[config.mk]
export PLATFORM = sky130hd
export DESIGN_NAME = julia_escape_time_power_n
export DESIGN_NICKNAME = d
export VERILOG_FILES = /design/src/rtl/jets_pkg.sv /design/src/rtl/jets_csr.sv /design/src/rtl/jets_mac.sv /design/src/rtl/jets_core.sv /design/src/rtl/julia_escape_time_power_n.sv
export SDC_FILE = /design/constraint.sdc
export NUM_CORES = 2
export LEC_CHECK = 0
export CORE_MARGIN = 3
export CORE_UTILIZATION = 30
export CTS_CLUSTER_DIAMETER = 150
export DETAILED_ROUTE_END_ITERATION = 8
export DONT_BUFFER_PORTS = 1
export GPL_TIMING_DRIVEN = 0
export SYNTH_ARGS = -nofsm -noshare
export SYNTH_HDL_FRONTEND = slang
export SYNTH_SLANG_ARGS = --single-unit
[constraint.sdc]
create_clock -name clock -period 10.9 [get_ports clock]
set_clock_uncertainty 0.2 [all_clocks]
set_input_delay 3.27 -clock clock [delete_from_list [all_inputs] [get_ports clock]]
set_output_delay 3.27 -clock clock [all_outputs]
set_load 0.02 [all_outputs]
[src/rtl/jets_pkg.sv]
// jets_pkg: shared types and fixed constants of the Julia escape-time block.
// No dependencies; imported by every other module of the block.
`timescale 1ns / 1ps
`default_nettype none

package jets_pkg;

   // Input and Julia constant format: signed Q4.28
   localparam int IN_FRAC = 28;

   // Register indexes (byte address = 4 * index)
   localparam logic [1:0] REG_C_REAL     = 2'd0;
   localparam logic [1:0] REG_C_IMAG     = 2'd1;
   localparam logic [1:0] REG_EXPONENT   = 2'd2;
   localparam logic [1:0] REG_ITER_LIMIT = 2'd3;

   localparam logic [3:0]  EXPONENT_RESET   = 4'd2;
   localparam logic [10:0] ITER_LIMIT_RESET = 11'd256;

   // Configuration as seen by the compute core
   typedef struct packed {
      logic signed [31:0] c_real;
      logic signed [31:0] c_imag;
      logic [3:0]         exponent;
      logic [10:0]        iteration_limit;
   } cfg_type;

   // Control of the shared multiply-accumulate unit
   typedef struct packed {
      logic       clear;   // zero the accumulator
      logic       issue;   // start one partial product
      logic       sub;     // subtract this partial
      logic [1:0] part;    // {a half, b half}: 1 = high half
   } mac_ctl_type;

endpackage

`default_nettype wire

[src/rtl/jets_csr.sv]
// jets_csr: APB-style register file for c, exponent and iteration limit.
// Depends on jets_pkg (register indexes, cfg_type).
`timescale 1ns / 1ps
`default_nettype none

module jets_csr
   import jets_pkg::*;
(
   input  wire logic        clock,
   input  wire logic        reset,
   input  wire logic        psel,
   input  wire logic        penable,
   input  wire logic        pwrite,
   input  wire logic [3:0]  paddr,
   input  wire logic [31:0] pwdata,
   output logic [31:0]      prdata,
   output logic             pready,
   output cfg_type          cfg
);

   cfg_type cfg_ff;
   logic    wr_en;

   assign pready = 1'b1;
   assign wr_en  = psel && penable && pwrite;
   assign cfg    = cfg_ff;

   always_ff @(posedge clock) begin
      if (reset) begin
         cfg_ff.c_real          <= '0;
         cfg_ff.c_imag          <= '0;
         cfg_ff.exponent        <= EXPONENT_RESET;
         cfg_ff.iteration_limit <= ITER_LIMIT_RESET;
      end else if (wr_en) begin
         unique case (paddr[3:2])
            REG_C_REAL:     cfg_ff.c_real          <= pwdata;
            REG_C_IMAG:     cfg_ff.c_imag          <= pwdata;
            REG_EXPONENT:   cfg_ff.exponent        <= pwdata[3:0];
            REG_ITER_LIMIT: cfg_ff.iteration_limit <= pwdata[10:0];
            default: ;
         endcase
      end
   end

   always_comb begin
      unique case (paddr[3:2])
         REG_C_REAL:     prdata = cfg_ff.c_real;
         REG_C_IMAG:     prdata = cfg_ff.c_imag;
         REG_EXPONENT:   prdata = {28'd0, cfg_ff.exponent};
         REG_ITER_LIMIT: prdata = {21'd0, cfg_ff.iteration_limit};
         default:        prdata = '0;
      endcase
   end

endmodule

`default_nettype wire

[src/rtl/jets_mac.sv]
// jets_mac: shared signed multiply-accumulate; a WIDTH x WIDTH product is
// built from four half-width partials, one per cycle. Depends on jets_pkg.
`timescale 1ns / 1ps
`default_nettype none

module jets_mac
   import jets_pkg::*;
#(
   parameter int WIDTH = 40
) (
   input  wire logic                      clock,
   input  wire logic                      reset,
   input  wire mac_ctl_type               ctl,
   input  wire logic signed [WIDTH-1:0]   op_a,
   input  wire logic signed [WIDTH-1:0]   op_b,
   output logic signed [2*WIDTH:0]        acc
);

   localparam int LO    = (WIDTH + 1) / 2;
   localparam int HI    = WIDTH - LO;
   localparam int OPW   = LO + 1;
   localparam int PW    = 2 * OPW;
   localparam int ACC_W = 2 * WIDTH + 1;

   logic signed [OPW-1:0]   a_lo, a_hi, b_lo, b_hi, mul_a, mul_b;
   logic signed [PW-1:0]    prod_ff, prod_in;
   logic                    vld_ff, sub_ff;
   logic [1:0]              part_ff;
   logic signed [ACC_W-1:0] acc_ff, acc_in, ext, term;

   // low halves unsigned, high halves signed
   assign a_lo  = {1'b0, op_a[LO-1:0]};
   assign b_lo  = {1'b0, op_b[LO-1:0]};
   assign a_hi  = {{(OPW-HI){op_a[WIDTH-1]}}, op_a[WIDTH-1:LO]};
   assign b_hi  = {{(OPW-HI){op_b[WIDTH-1]}}, op_b[WIDTH-1:LO]};
   assign mul_a = ctl.part[1] ? a_hi : a_lo;
   assign mul_b = ctl.part[0] ? b_hi : b_lo;
   assign prod_in = mul_a * mul_b;

   always_ff @(posedge clock) begin
      prod_ff <= prod_in;
      part_ff <= ctl.part;
      sub_ff  <= ctl.sub;
      acc_ff  <= acc_in;
   end

   always_ff @(posedge clock) begin
      if (reset) begin
         vld_ff <= 1'b0;
      end else begin
         vld_ff <= ctl.issue;
      end
   end

   assign ext = ACC_W'(prod_ff);

   always_comb begin
      case (part_ff)
         2'd0:    term = ext;
         2'd3:    term = ext <<< (2 * LO);
         default: term = ext <<< LO;
      endcase
   end

   always_comb begin
      acc_in = acc_ff;
      if (ctl.clear) begin
         acc_in = '0;
      end else if (vld_ff) begin
         acc_in = sub_ff ? acc_ff - term : acc_ff + term;
      end
   end

   assign acc = acc_ff;

endmodule

`default_nettype wire

[src/rtl/jets_core.sv]
// jets_core: escape-time sequencer driving the shared multiply-accumulate.
// Depends on jets_pkg and jets_mac.
`timescale 1ns / 1ps
`default_nettype none

module jets_core
   import jets_pkg::*;
#(
   parameter int FRACTION_BITS = 28,
   parameter int MAX_EXPONENT  = 8
) (
   input  wire logic                clock,
   input  wire logic                reset,
   input  wire cfg_type             cfg,
   input  wire logic                start,
   input  wire logic signed [31:0]  req_start_real,
   input  wire logic signed [31:0]  req_start_imag,
   output logic                     busy,
   output logic                     rsp_valid,
   output logic [10:0]              rsp_step_count,
   output logic                     rsp_inside_set
);

   localparam int W     = FRACTION_BITS + 12;
   localparam int ACC_W = 2 * W + 1;
   localparam int SHL   = (FRACTION_BITS >= IN_FRAC) ? FRACTION_BITS - IN_FRAC : 0;
   localparam int SHR   = (FRACTION_BITS < IN_FRAC) ? IN_FRAC - FRACTION_BITS : 0;
   localparam logic signed [ACC_W-1:0] ESC_LIMIT = ACC_W'(1) << (2 * FRACTION_BITS + 2);
   localparam logic signed [W-1:0] VMAX = {1'b0, {(W-1){1'b1}}};
   localparam logic signed [W-1:0] VMIN = {1'b1, {(W-1){1'b0}}};
   localparam logic [3:0] LAST_CNT = 4'd8;

   localparam logic [2:0] S_IDLE  = 3'd0;
   localparam logic [2:0] S_SQR   = 3'd1;
   localparam logic [2:0] S_CHECK = 3'd2;
   localparam logic [2:0] S_CRE   = 3'd3;
   localparam logic [2:0] S_CIM   = 3'd4;
   localparam logic [2:0] S_NEXT  = 3'd5;
   localparam logic [2:0] S_ADDC  = 3'd6;

   logic [2:0]          state_ff, state_in;
   logic [3:0]          cnt_ff, cnt_in;
   logic [10:0]         k_ff, k_in;
   logic [3:0]          n_ff, n_in, m_ff, m_in;
   logic signed [W-1:0] zr_ff, zr_in, zi_ff, zi_in, tr_ff, tr_in, ti_ff, ti_in;
   logic signed [W-1:0] nr_ff, nr_in, mac_a, mac_b, acc_narrow;
   logic                rsp_valid_ff, rsp_valid_in, inside_ff, inside_in;
   logic [10:0]         count_ff, count_in;
   logic signed [ACC_W-1:0] acc;
   mac_ctl_type         mac_ctl;
   logic                in_phase;

   function automatic logic signed [W-1:0] to_internal(input logic signed [31:0] x);
      logic signed [W+31:0] wide;
      wide = {{W{x[31]}}, x};
      wide = (wide <<< SHL) >>> SHR;
      return wide[W-1:0];
   endfunction

   function automatic logic signed [W-1:0] sat_add(input logic signed [W-1:0] a,
                                                   input logic signed [W-1:0] b);
      logic signed [W:0] s;
      s = {a[W-1], a} + {b[W-1], b};
      if (s[W] != s[W-1]) begin
         return s[W] ? VMIN : VMAX;
      end
      return s[W-1:0];
   endfunction

   function automatic logic [3:0] clamp_exp(input logic [3:0] e);
      if ({1'b0, e} > 5'(MAX_EXPONENT)) begin
         return 4'(MAX_EXPONENT);
      end
      return e;
   endfunction

   // floor shift by F, then saturate to W bits
   always_comb begin
      logic signed [ACC_W-1:0] sh;
      sh = acc >>> FRACTION_BITS;
      if (sh[ACC_W-1:W-1] == '0 || sh[ACC_W-1:W-1] == '1) begin
         acc_narrow = sh[W-1:0];
      end else begin
         acc_narrow = sh[ACC_W-1] ? VMIN : VMAX;
      end
   end

   assign in_phase     = (state_ff == S_SQR) || (state_ff == S_CRE) || (state_ff == S_CIM);
   assign mac_ctl.clear = in_phase && (cnt_ff == 4'd0);
   assign mac_ctl.issue = in_phase && !cnt_ff[3];
   assign mac_ctl.sub   = (state_ff == S_CRE) && cnt_ff[2];
   assign mac_ctl.part  = cnt_ff[1:0];

   // operand pairs: cnt[2] picks the second term of the sum
   always_comb begin
      unique case (state_ff)
         S_SQR: begin
            mac_a = cnt_ff[2] ? zi_ff : zr_ff;
            mac_b = cnt_ff[2] ? zi_ff : zr_ff;
         end
         S_CRE: begin
            mac_a = cnt_ff[2] ? ti_ff : tr_ff;
            mac_b = cnt_ff[2] ? zi_ff : zr_ff;
         end
         S_CIM: begin
            mac_a = cnt_ff[2] ? ti_ff : tr_ff;
            mac_b = cnt_ff[2] ? zr_ff : zi_ff;
         end
         default: begin
            mac_a = zr_ff;
            mac_b = zr_ff;
         end
      endcase
   end

   jets_mac #(
      .WIDTH (W)
   ) u_mac (
      .clock (clock),
      .reset (reset),
      .ctl   (mac_ctl),
      .op_a  (mac_a),
      .op_b  (mac_b),
      .acc   (acc)
   );

   always_comb begin
      state_in     = state_ff;
      cnt_in       = cnt_ff;
      k_in         = k_ff;
      n_in         = n_ff;
      m_in         = m_ff;
      zr_in        = zr_ff;
      zi_in        = zi_ff;
      tr_in        = tr_ff;
      ti_in        = ti_ff;
      nr_in        = nr_ff;
      rsp_valid_in = 1'b0;
      inside_in    = inside_ff;
      count_in     = count_ff;
      unique case (state_ff)
         S_IDLE: begin
            if (start) begin
               zr_in    = to_internal(req_start_real);
               zi_in    = to_internal(req_start_imag);
               k_in     = '0;
               n_in     = clamp_exp(cfg.exponent);
               cnt_in   = '0;
               state_in = S_SQR;
            end
         end
         S_SQR, S_CRE, S_CIM: begin
            if (state_ff == S_CIM && cnt_ff == 4'd0) begin
               nr_in = acc_narrow;
            end
            if (cnt_ff == LAST_CNT) begin
               cnt_in = '0;
               unique case (state_ff)
                  S_SQR:   state_in = S_CHECK;
                  S_CRE:   state_in = S_CIM;
                  default: state_in = S_NEXT;
               endcase
            end else begin
               cnt_in = cnt_ff + 4'd1;
            end
         end
         S_CHECK: begin
            tr_in = zr_ff;
            ti_in = zi_ff;
            m_in  = 4'd1;
            if (k_ff >= cfg.iteration_limit) begin
               rsp_valid_in = 1'b1;
               count_in     = k_ff;
               inside_in    = 1'b1;
               state_in     = S_IDLE;
            end else if (acc > ESC_LIMIT) begin
               rsp_valid_in = 1'b1;
               count_in     = k_ff;
               inside_in    = 1'b0;
               state_in     = S_IDLE;
            end else if (n_ff <= 4'd1) begin
               state_in = S_ADDC;
            end else begin
               state_in = S_CRE;
            end
         end
         S_NEXT: begin
            tr_in = nr_ff;
            ti_in = acc_narrow;
            m_in  = m_ff + 4'd1;
            state_in = ((m_ff + 4'd1) < n_ff) ? S_CRE : S_ADDC;
         end
         S_ADDC: begin
            zr_in    = sat_add(tr_ff, to_internal(cfg.c_real));
            zi_in    = sat_add(ti_ff, to_internal(cfg.c_imag));
            k_in     = k_ff + 11'd1;
            cnt_in   = '0;
            state_in = S_SQR;
         end
         default: begin
            state_in = S_IDLE;
         end
      endcase
   end

   always_ff @(posedge clock) begin
      if (reset) begin
         state_ff     <= S_IDLE;
         cnt_ff       <= '0;
         rsp_valid_ff <= 1'b0;
      end else begin
         state_ff     <= state_in;
         cnt_ff       <= cnt_in;
         rsp_valid_ff <= rsp_valid_in;
      end
   end

   always_ff @(posedge clock) begin
      k_ff      <= k_in;
      n_ff      <= n_in;
      m_ff      <= m_in;
      zr_ff     <= zr_in;
      zi_ff     <= zi_in;
      tr_ff     <= tr_in;
      ti_ff     <= ti_in;
      nr_ff     <= nr_in;
      inside_ff <= inside_in;
      count_ff  <= count_in;
   end

   assign busy           = (state_ff != S_IDLE);
   assign rsp_valid      = rsp_valid_ff;
   assign rsp_step_count = count_ff;
   assign rsp_inside_set = inside_ff;

`ifndef SYNTH
   a_rsp_when_idle: assert property (@(posedge clock) disable iff (reset)
      rsp_valid |-> !busy)
      else $error("result strobe while busy");

   a_start_busy: assert property (@(posedge clock) disable iff (reset)
      (start && !busy) |=> busy)
      else $error("accepted transaction did not raise busy");

   a_escape_count: assert property (@(posedge clock) disable iff (reset)
      (rsp_valid && !rsp_inside_set) |-> (rsp_step_count < cfg.iteration_limit))
      else $error("escape reported at or past the limit");

   a_check_after_sqr: assert property (@(posedge clock) disable iff (reset)
      (state_ff == S_CHECK) |-> ($past(state_ff) == S_SQR))
      else $error("escape check without a fresh |z|^2");
`endif

endmodule

`default_nettype wire

[src/rtl/julia_escape_time_power_n.sv]
// julia_escape_time_power_n: top level of the Julia escape-time block.
// Depends on jets_pkg, jets_csr, jets_core (which holds jets_mac).
`timescale 1ns / 1ps
`default_nettype none

// Escape-time kernel for z -> z^n + c. A transaction is taken when start is
// high and busy is low; req_start_real/imag give z0 in signed Q4.28. The
// result (rsp_step_count, rsp_inside_set) appears for exactly one cycle with
// rsp_valid; the receiver cannot stall it, so it must capture it then. busy
// falls in that same cycle, so the next transaction may start right away.
// All products go through one shared multiply-accumulate unit that builds a
// (F+12) x (F+12)-bit product from four half-width partials, one per cycle.
// Per transaction, busy stays high for K steps and then a final |z|^2 and
// check, K being the reported step count. Each step is a |z|^2 phase, one
// check state, n - 1 complex products and one add-c state; with n <= 1
// there are no complex products. Arithmetic is Q12.F internally
// (F = FRACTION_BITS), products floor-shifted and saturated. Configuration
// (c_real 0x0, c_imag 0x4, exponent 0x8, iteration_limit 0xC) may only be
// written while busy is low.

module julia_escape_time_power_n
   import jets_pkg::*;
#(
   parameter int FRACTION_BITS = 28,
   parameter int MAX_EXPONENT  = 8
) (
   input  wire logic               clock,
   input  wire logic               reset,
   // input transaction
   input  wire logic               start,
   output logic                    busy,
   input  wire logic signed [31:0] req_start_real,
   input  wire logic signed [31:0] req_start_imag,
   // result transaction
   output logic                    rsp_valid,
   output logic [10:0]             rsp_step_count,
   output logic                    rsp_inside_set,
   // configuration
   input  wire logic               psel,
   input  wire logic               penable,
   input  wire logic               pwrite,
   input  wire logic [3:0]         paddr,
   input  wire logic [31:0]        pwdata,
   output logic [31:0]             prdata,
   output logic                    pready
);

   cfg_type cfg;

   jets_csr u_csr (
      .clock   (clock),
      .reset   (reset),
      .psel    (psel),
      .penable (penable),
      .pwrite  (pwrite),
      .paddr   (paddr),
      .pwdata  (pwdata),
      .prdata  (prdata),
      .pready  (pready),
      .cfg     (cfg)
   );

   jets_core #(
      .FRACTION_BITS (FRACTION_BITS),
      .MAX_EXPONENT  (MAX_EXPONENT)
   ) u_core (
      .clock          (clock),
      .reset          (reset),
      .cfg            (cfg),
      .start          (start),
      .req_start_real (req_start_real),
      .req_start_imag (req_start_imag),
      .busy           (busy),
      .rsp_valid      (rsp_valid),
      .rsp_step_count (rsp_step_count),
      .rsp_inside_set (rsp_inside_set)
   );

endmodule

`default_nettype wire

==> results by stage <==
Run status:
- The flow ran to the end, but the final reports show violations.
- The final reports fail on capacitance limit.

Drt:
- The total via count in the routed design is 41567.
- The final layout contains routed wiring with a total length of 186.8 mm.
- For this run, the detailed router's first-pass iteration total came to 9.
- In the routed layout, each cell is associated on average with a via count of 5.408.
- In this run the remaining antenna-violating nets after routing total 0.
- After detailed routing, the number of remaining DRC violations is 0.
- In the final routed layout, each cell accounts on average for 24.30 um.
- For this block, the initial DRC count from the detailed router was between 4000 and 5000.

Yosys:
- The area fraction in compound gates after synthesis is about 16%.
- The xor/xnor share of the synthesized area is 4.982%.
- The post-synthesis share of cell area spent on and, or, nand and nor gates is between 15 and 20%.
- The most used flip-flop cell after synthesis is sky130_fd_sc_hd__edfxtp_1.
- The multiplexer fraction of the synthesized cell area is 4.790%.
- After synthesis, the largest family of logic cells by area is adder cells.
- After synthesis, flip-flops and latches occupy 23.56% of the total area.
- By area the synthesized netlist is led by sky130_fd_sc_hd__fa_1 19%, sky130_fd_sc_hd__edfxtp_1 15%, sky130_fd_sc_hd__dfxtp_1 9.0%.
- The count of cell types in the netlist is 95.
- The fraction of synthesized cell area taken by the top area cell type is between 10% and 20%.
- The number of synthesized flops with an enable pin is between 200 and 250.
- Counting flops with an async set or reset pin after synthesis yields a share of 0%.
- The Yosys step of the flow raised 0 warnings.
- The number of nets in the synthesized netlist is 6367.
- The average cell area after synthesis is 8.647 um2.
- The flop and latch count out of synthesis is 445.
- Summing every instance area after synthesis gives approximately 48000 um2.
- The leading area contributor after synthesis is sky130_fd_sc_hd__fa_1.
- The instance count of the mapped netlist is ~5500.
- The area share of fa/ha/maj cells after synthesis is 27.24%.

Floorplan:
- In this run the standard cell core region covers 156900 um2.
- During I/O placement, the number of pins put on the boundary was 153.
- The die height is ~400 um.
- The initialized floorplan defines 145 standard-cell rows.
- The starting utilization of the core area is 30.34%.
- The die boundary width is 404.4 um.
- The die covers 163500 um2.

GRT:
- The met1 global-route usage is 30.09%.
- After global routing the overflow that remains totals 0.
- Entering global routing, the biggest net connects 50 pins.
- The number of antenna violations at the first check in global routing is 22.
- Global routing used 4.692% of the available met3 tracks.
- The global router's overall resource usage is 22.53%.
- The met2 usage is about a third.
- The via count of the first global-routing pass was 41122.
- The most congested layer reported by global routing is met2.
- The first global-routing pass estimated 274.7 mm of wire.

Clock tree:
- The clock sink count is 445.
- The tree is rooted in a sky130_fd_sc_hd__clkbuf_16.
- The total number of H-tree levels is 2.
- TritonCTS built the clock tree.
- The clock transition time at the flip-flop clock pins of the worst setup and hold paths is ~0.070 ns.
- Clock tree synthesis inserted a total of 55 buffers.
- The number of buffers on the longest clock path is 3.
- The later-pin clock latency in the skew report is ~0.70 ns.

Critical path:
- The reg-to-reg endpoint is u_core.u_mac.prod_ff[38]$_DFF_P_.
- The slowest stage of the critical path belongs to the cell sky130_fd_sc_hd__fa_1.
- At the worst endpoint, the required time is 11.25 ns.
- The cell type with the highest occurrence count on the critical path is sky130_fd_sc_hd__fa_1.
- STA classifies the critical path endpoint as a register.
- In this run the worst path has a maximum fanout of 10.
- The critical path ends at u_core.u_mac.prod_ff[38]$_DFF_P_.
- In this run the critical register-to-register path is launched from u_core.state_ff[0]$_SDFFE_PP0P_.
- The launch point of the critical path is u_core.state_ff[0]$_SDFFE_PP0P_.
- The arrival time at the worst endpoint is 10.84 ns.
- The length in cells of the worst reg-to-reg path is 32.
- On the worst path, the slowest cell contributes a delay of 0.62 ns.
- The critical setup path kind is register to register.
- The worst setup path is launched from a register.
- For flop-to-flop paths, the worst setup slack is between 0.4 and 0.5 ns.

Hold path:
- The type of the most critical hold path is register to register.
- Along the worst hold path, the cell count comes to 0.

Finish:
- The ratio of cells with drive above 1 in the final layout is under 10%.
- The layout overhead on the synthesized area is 10.36%.
- Leaving out fill and tap cells, the most frequent cells in the layout are 827 x sky130_fd_sc_hd__nand2_1, 612 x sky130_fd_sc_hd__inv_1, 463 x sky130_fd_sc_hd__fa_1.
- The utilization after layout is 33.49%.
- The most common library cell in the layout ignoring fill and taps is sky130_fd_sc_hd__nand2_1.
- The number of nets in the layout is 6423.

STA:
- The final count of hold timing violations is 0.
- The fmax is 95.29 MHz.
- The portion of the clock cycle consumed by the worst path in the final layout is 96.28%.
- The setup total negative slack is 0 ns.
- The time the final worst path needs with I/O delays and setup is approximately 10 ns.
- The final number of setup-violating endpoints is 0.
- The transition time of the tightest slew-check pin is 1.418 ns.
- The worst-case headroom to the max-slew limit is under 10%.
- The final max-slew violation count is 0.

Flow run:
- Max-cap violations in this run came to 1.

Placed design:
- The HPWL after detailed placement is between 150 and 200 mm.
- The count of buffers added on input and output ports is 0.
- The congestion estimate from routability-driven global placement came to 1.033.
critical path: cells and delay by family, from the launching register on:
kind            cells  cell delay [ns]
compound gates     11             2.62
fa+ha+maj           8             3.91
buf+inv             6             1.19
flops               1             0.38
mux                 1             0.52
simple gates        6             1.50
worst min-delay path by stage:
stage / from / endpoint / slack [ns]
after global routing: u_core.cnt_ff[1]$_SDFFE_PP0P_ / u_core.u_mac.part_ff[1]$_DFF_P_ / 0.19
after floorplan: u_core.cnt_ff[1]$_SDFFE_PP0P_ / u_core.u_mac.part_ff[1]$_DFF_P_ / 0.15
after CTS: u_core.cnt_ff[1]$_SDFFE_PP0P_ / u_core.u_mac.part_ff[1]$_DFF_P_ / 0.18
after global placement: u_core.cnt_ff[1]$_SDFFE_PP0P_ / u_core.u_mac.part_ff[1]$_DFF_P_ / 0.17
after detailed placement: u_core.cnt_ff[1]$_SDFFE_PP0P_ / u_core.u_mac.part_ff[1]$_DFF_P_ / 0.17
final: u_core.cnt_ff[1]$_SDFFE_PP0P_ / u_core.u_mac.part_ff[1]$_DFF_P_ / 0.18
state kept, by name, summed over array words and instances (netlist names):
| name | count |
|---|---|
| u_core.k_ff | 11 |
| u_core.state_ff | 3 |
| u_core.rsp_inside_set | 1 |
| u_core.rsp_step_count | 11 |
| u_core.u_mac.prod_ff | 42 |
| u_core.cnt_ff | 4 |
| u_core.m_ff | 4 |
| u_core.tr_ff | 40 |
| u_core.ti_ff | 40 |
| u_core.u_mac.acc | 81 |
| u_core.zr_ff | 40 |
| u_core.rsp_valid | 1 |
| u_core.u_mac.part_ff | 2 |
| u_core.u_mac.sub_ff | 1 |
| u_core.n_ff | 4 |
| u_core.u_mac.vld_ff | 1 |
| u_core.nr_ff | 40 |
| u_csr.cfg | 79 |
| u_core.zi_ff | 40 |
what timing repair did:
item | 4_1_cts | 5_1_grt
pin swaps | 0 | 0
setup endpoints to repair | 14 | 9
setup buffers | 0 | 0
hold buffers | 0 | 0
resized for setup | 35 | 71
gates cloned | 0 | 0
cells by family after synthesis:
logic type      after synthesis
simple gates               1717
xor+xnor                    270
fa+ha+maj                   760
buf+inv                     923
mux                         197
other cells                   1
compound gates             1194
flops                       445
Yosys cell counts (all sizes together) (12+ instances only):
master,n
nand2,830
inv,612
fa,463
nor2,401
a21oi,379
ha,291
o21ai,278
clkbuf,264
edfxtp,231
dfxtp,214
a21o,188
xnor2,150
xor2,120
mux2i,112
and2,88
nand4,68
mux2,67
nand3,66
nor2b,51
buf,47
nor3,45
o21a,45
o21bai,39
nand2b,38
a31oi,37
nor4,30
a222oi,29
and3,23
or3,20
mux4,18
o211ai,18
a211oi,16
a221o,15
a22o,14
a22oi,13
or2,13
o22ai,12
per-layer routing:
layer	part of all wire, %	up-vias	wire, um
met4	5.7	12	10710
li1	-	18724	-
met5	0.044	-	83
met1	41	20361	76960
met3	9.7	417	18100
met2	43	2053	80930
cell type report:
| type | instances | area [um2] |
|---|---|---|
| Fill cell | 16379 | 104400 |
| Multi-Input combinational cell | 4139 | 33050 |
| Sequential cell | 445 | 11220 |
| Tap cell | 2058 | 2575 |
| Inverter | 612 | 2297 |
| Clock buffer | 66 | 1479 |
| Buffer | 306 | 1244 |
| Clock inverter | 38 | 558.0 |
| Timing Repair Buffer | 4 | 86.33 |
| Antenna cell | 18 | 45.04 |
metrics by stage:
stage | worst slack [ns] | std cells | instance area [um2] | hold slack, ns
4_1_cts | 0.002054 | 7673 | 52440 | 0.1770
5_1_grt | -0.0001306 | 7675 | 52530 | 0.1867
2_1_floorplan | 1.972 | 5507 | 47620 | 0.1529
3_3_place_gp | -1.172 | 7565 | 50190 | 0.1706
6_report | 0.4060 | 7686 | 52550 | 0.1805
3_5_place_dp | -1.240 | 7569 | 50300 | 0.1677
Power is not shown: default switching activity piles up to over one toggle a cycle in this logic, so the estimate is an artifact.
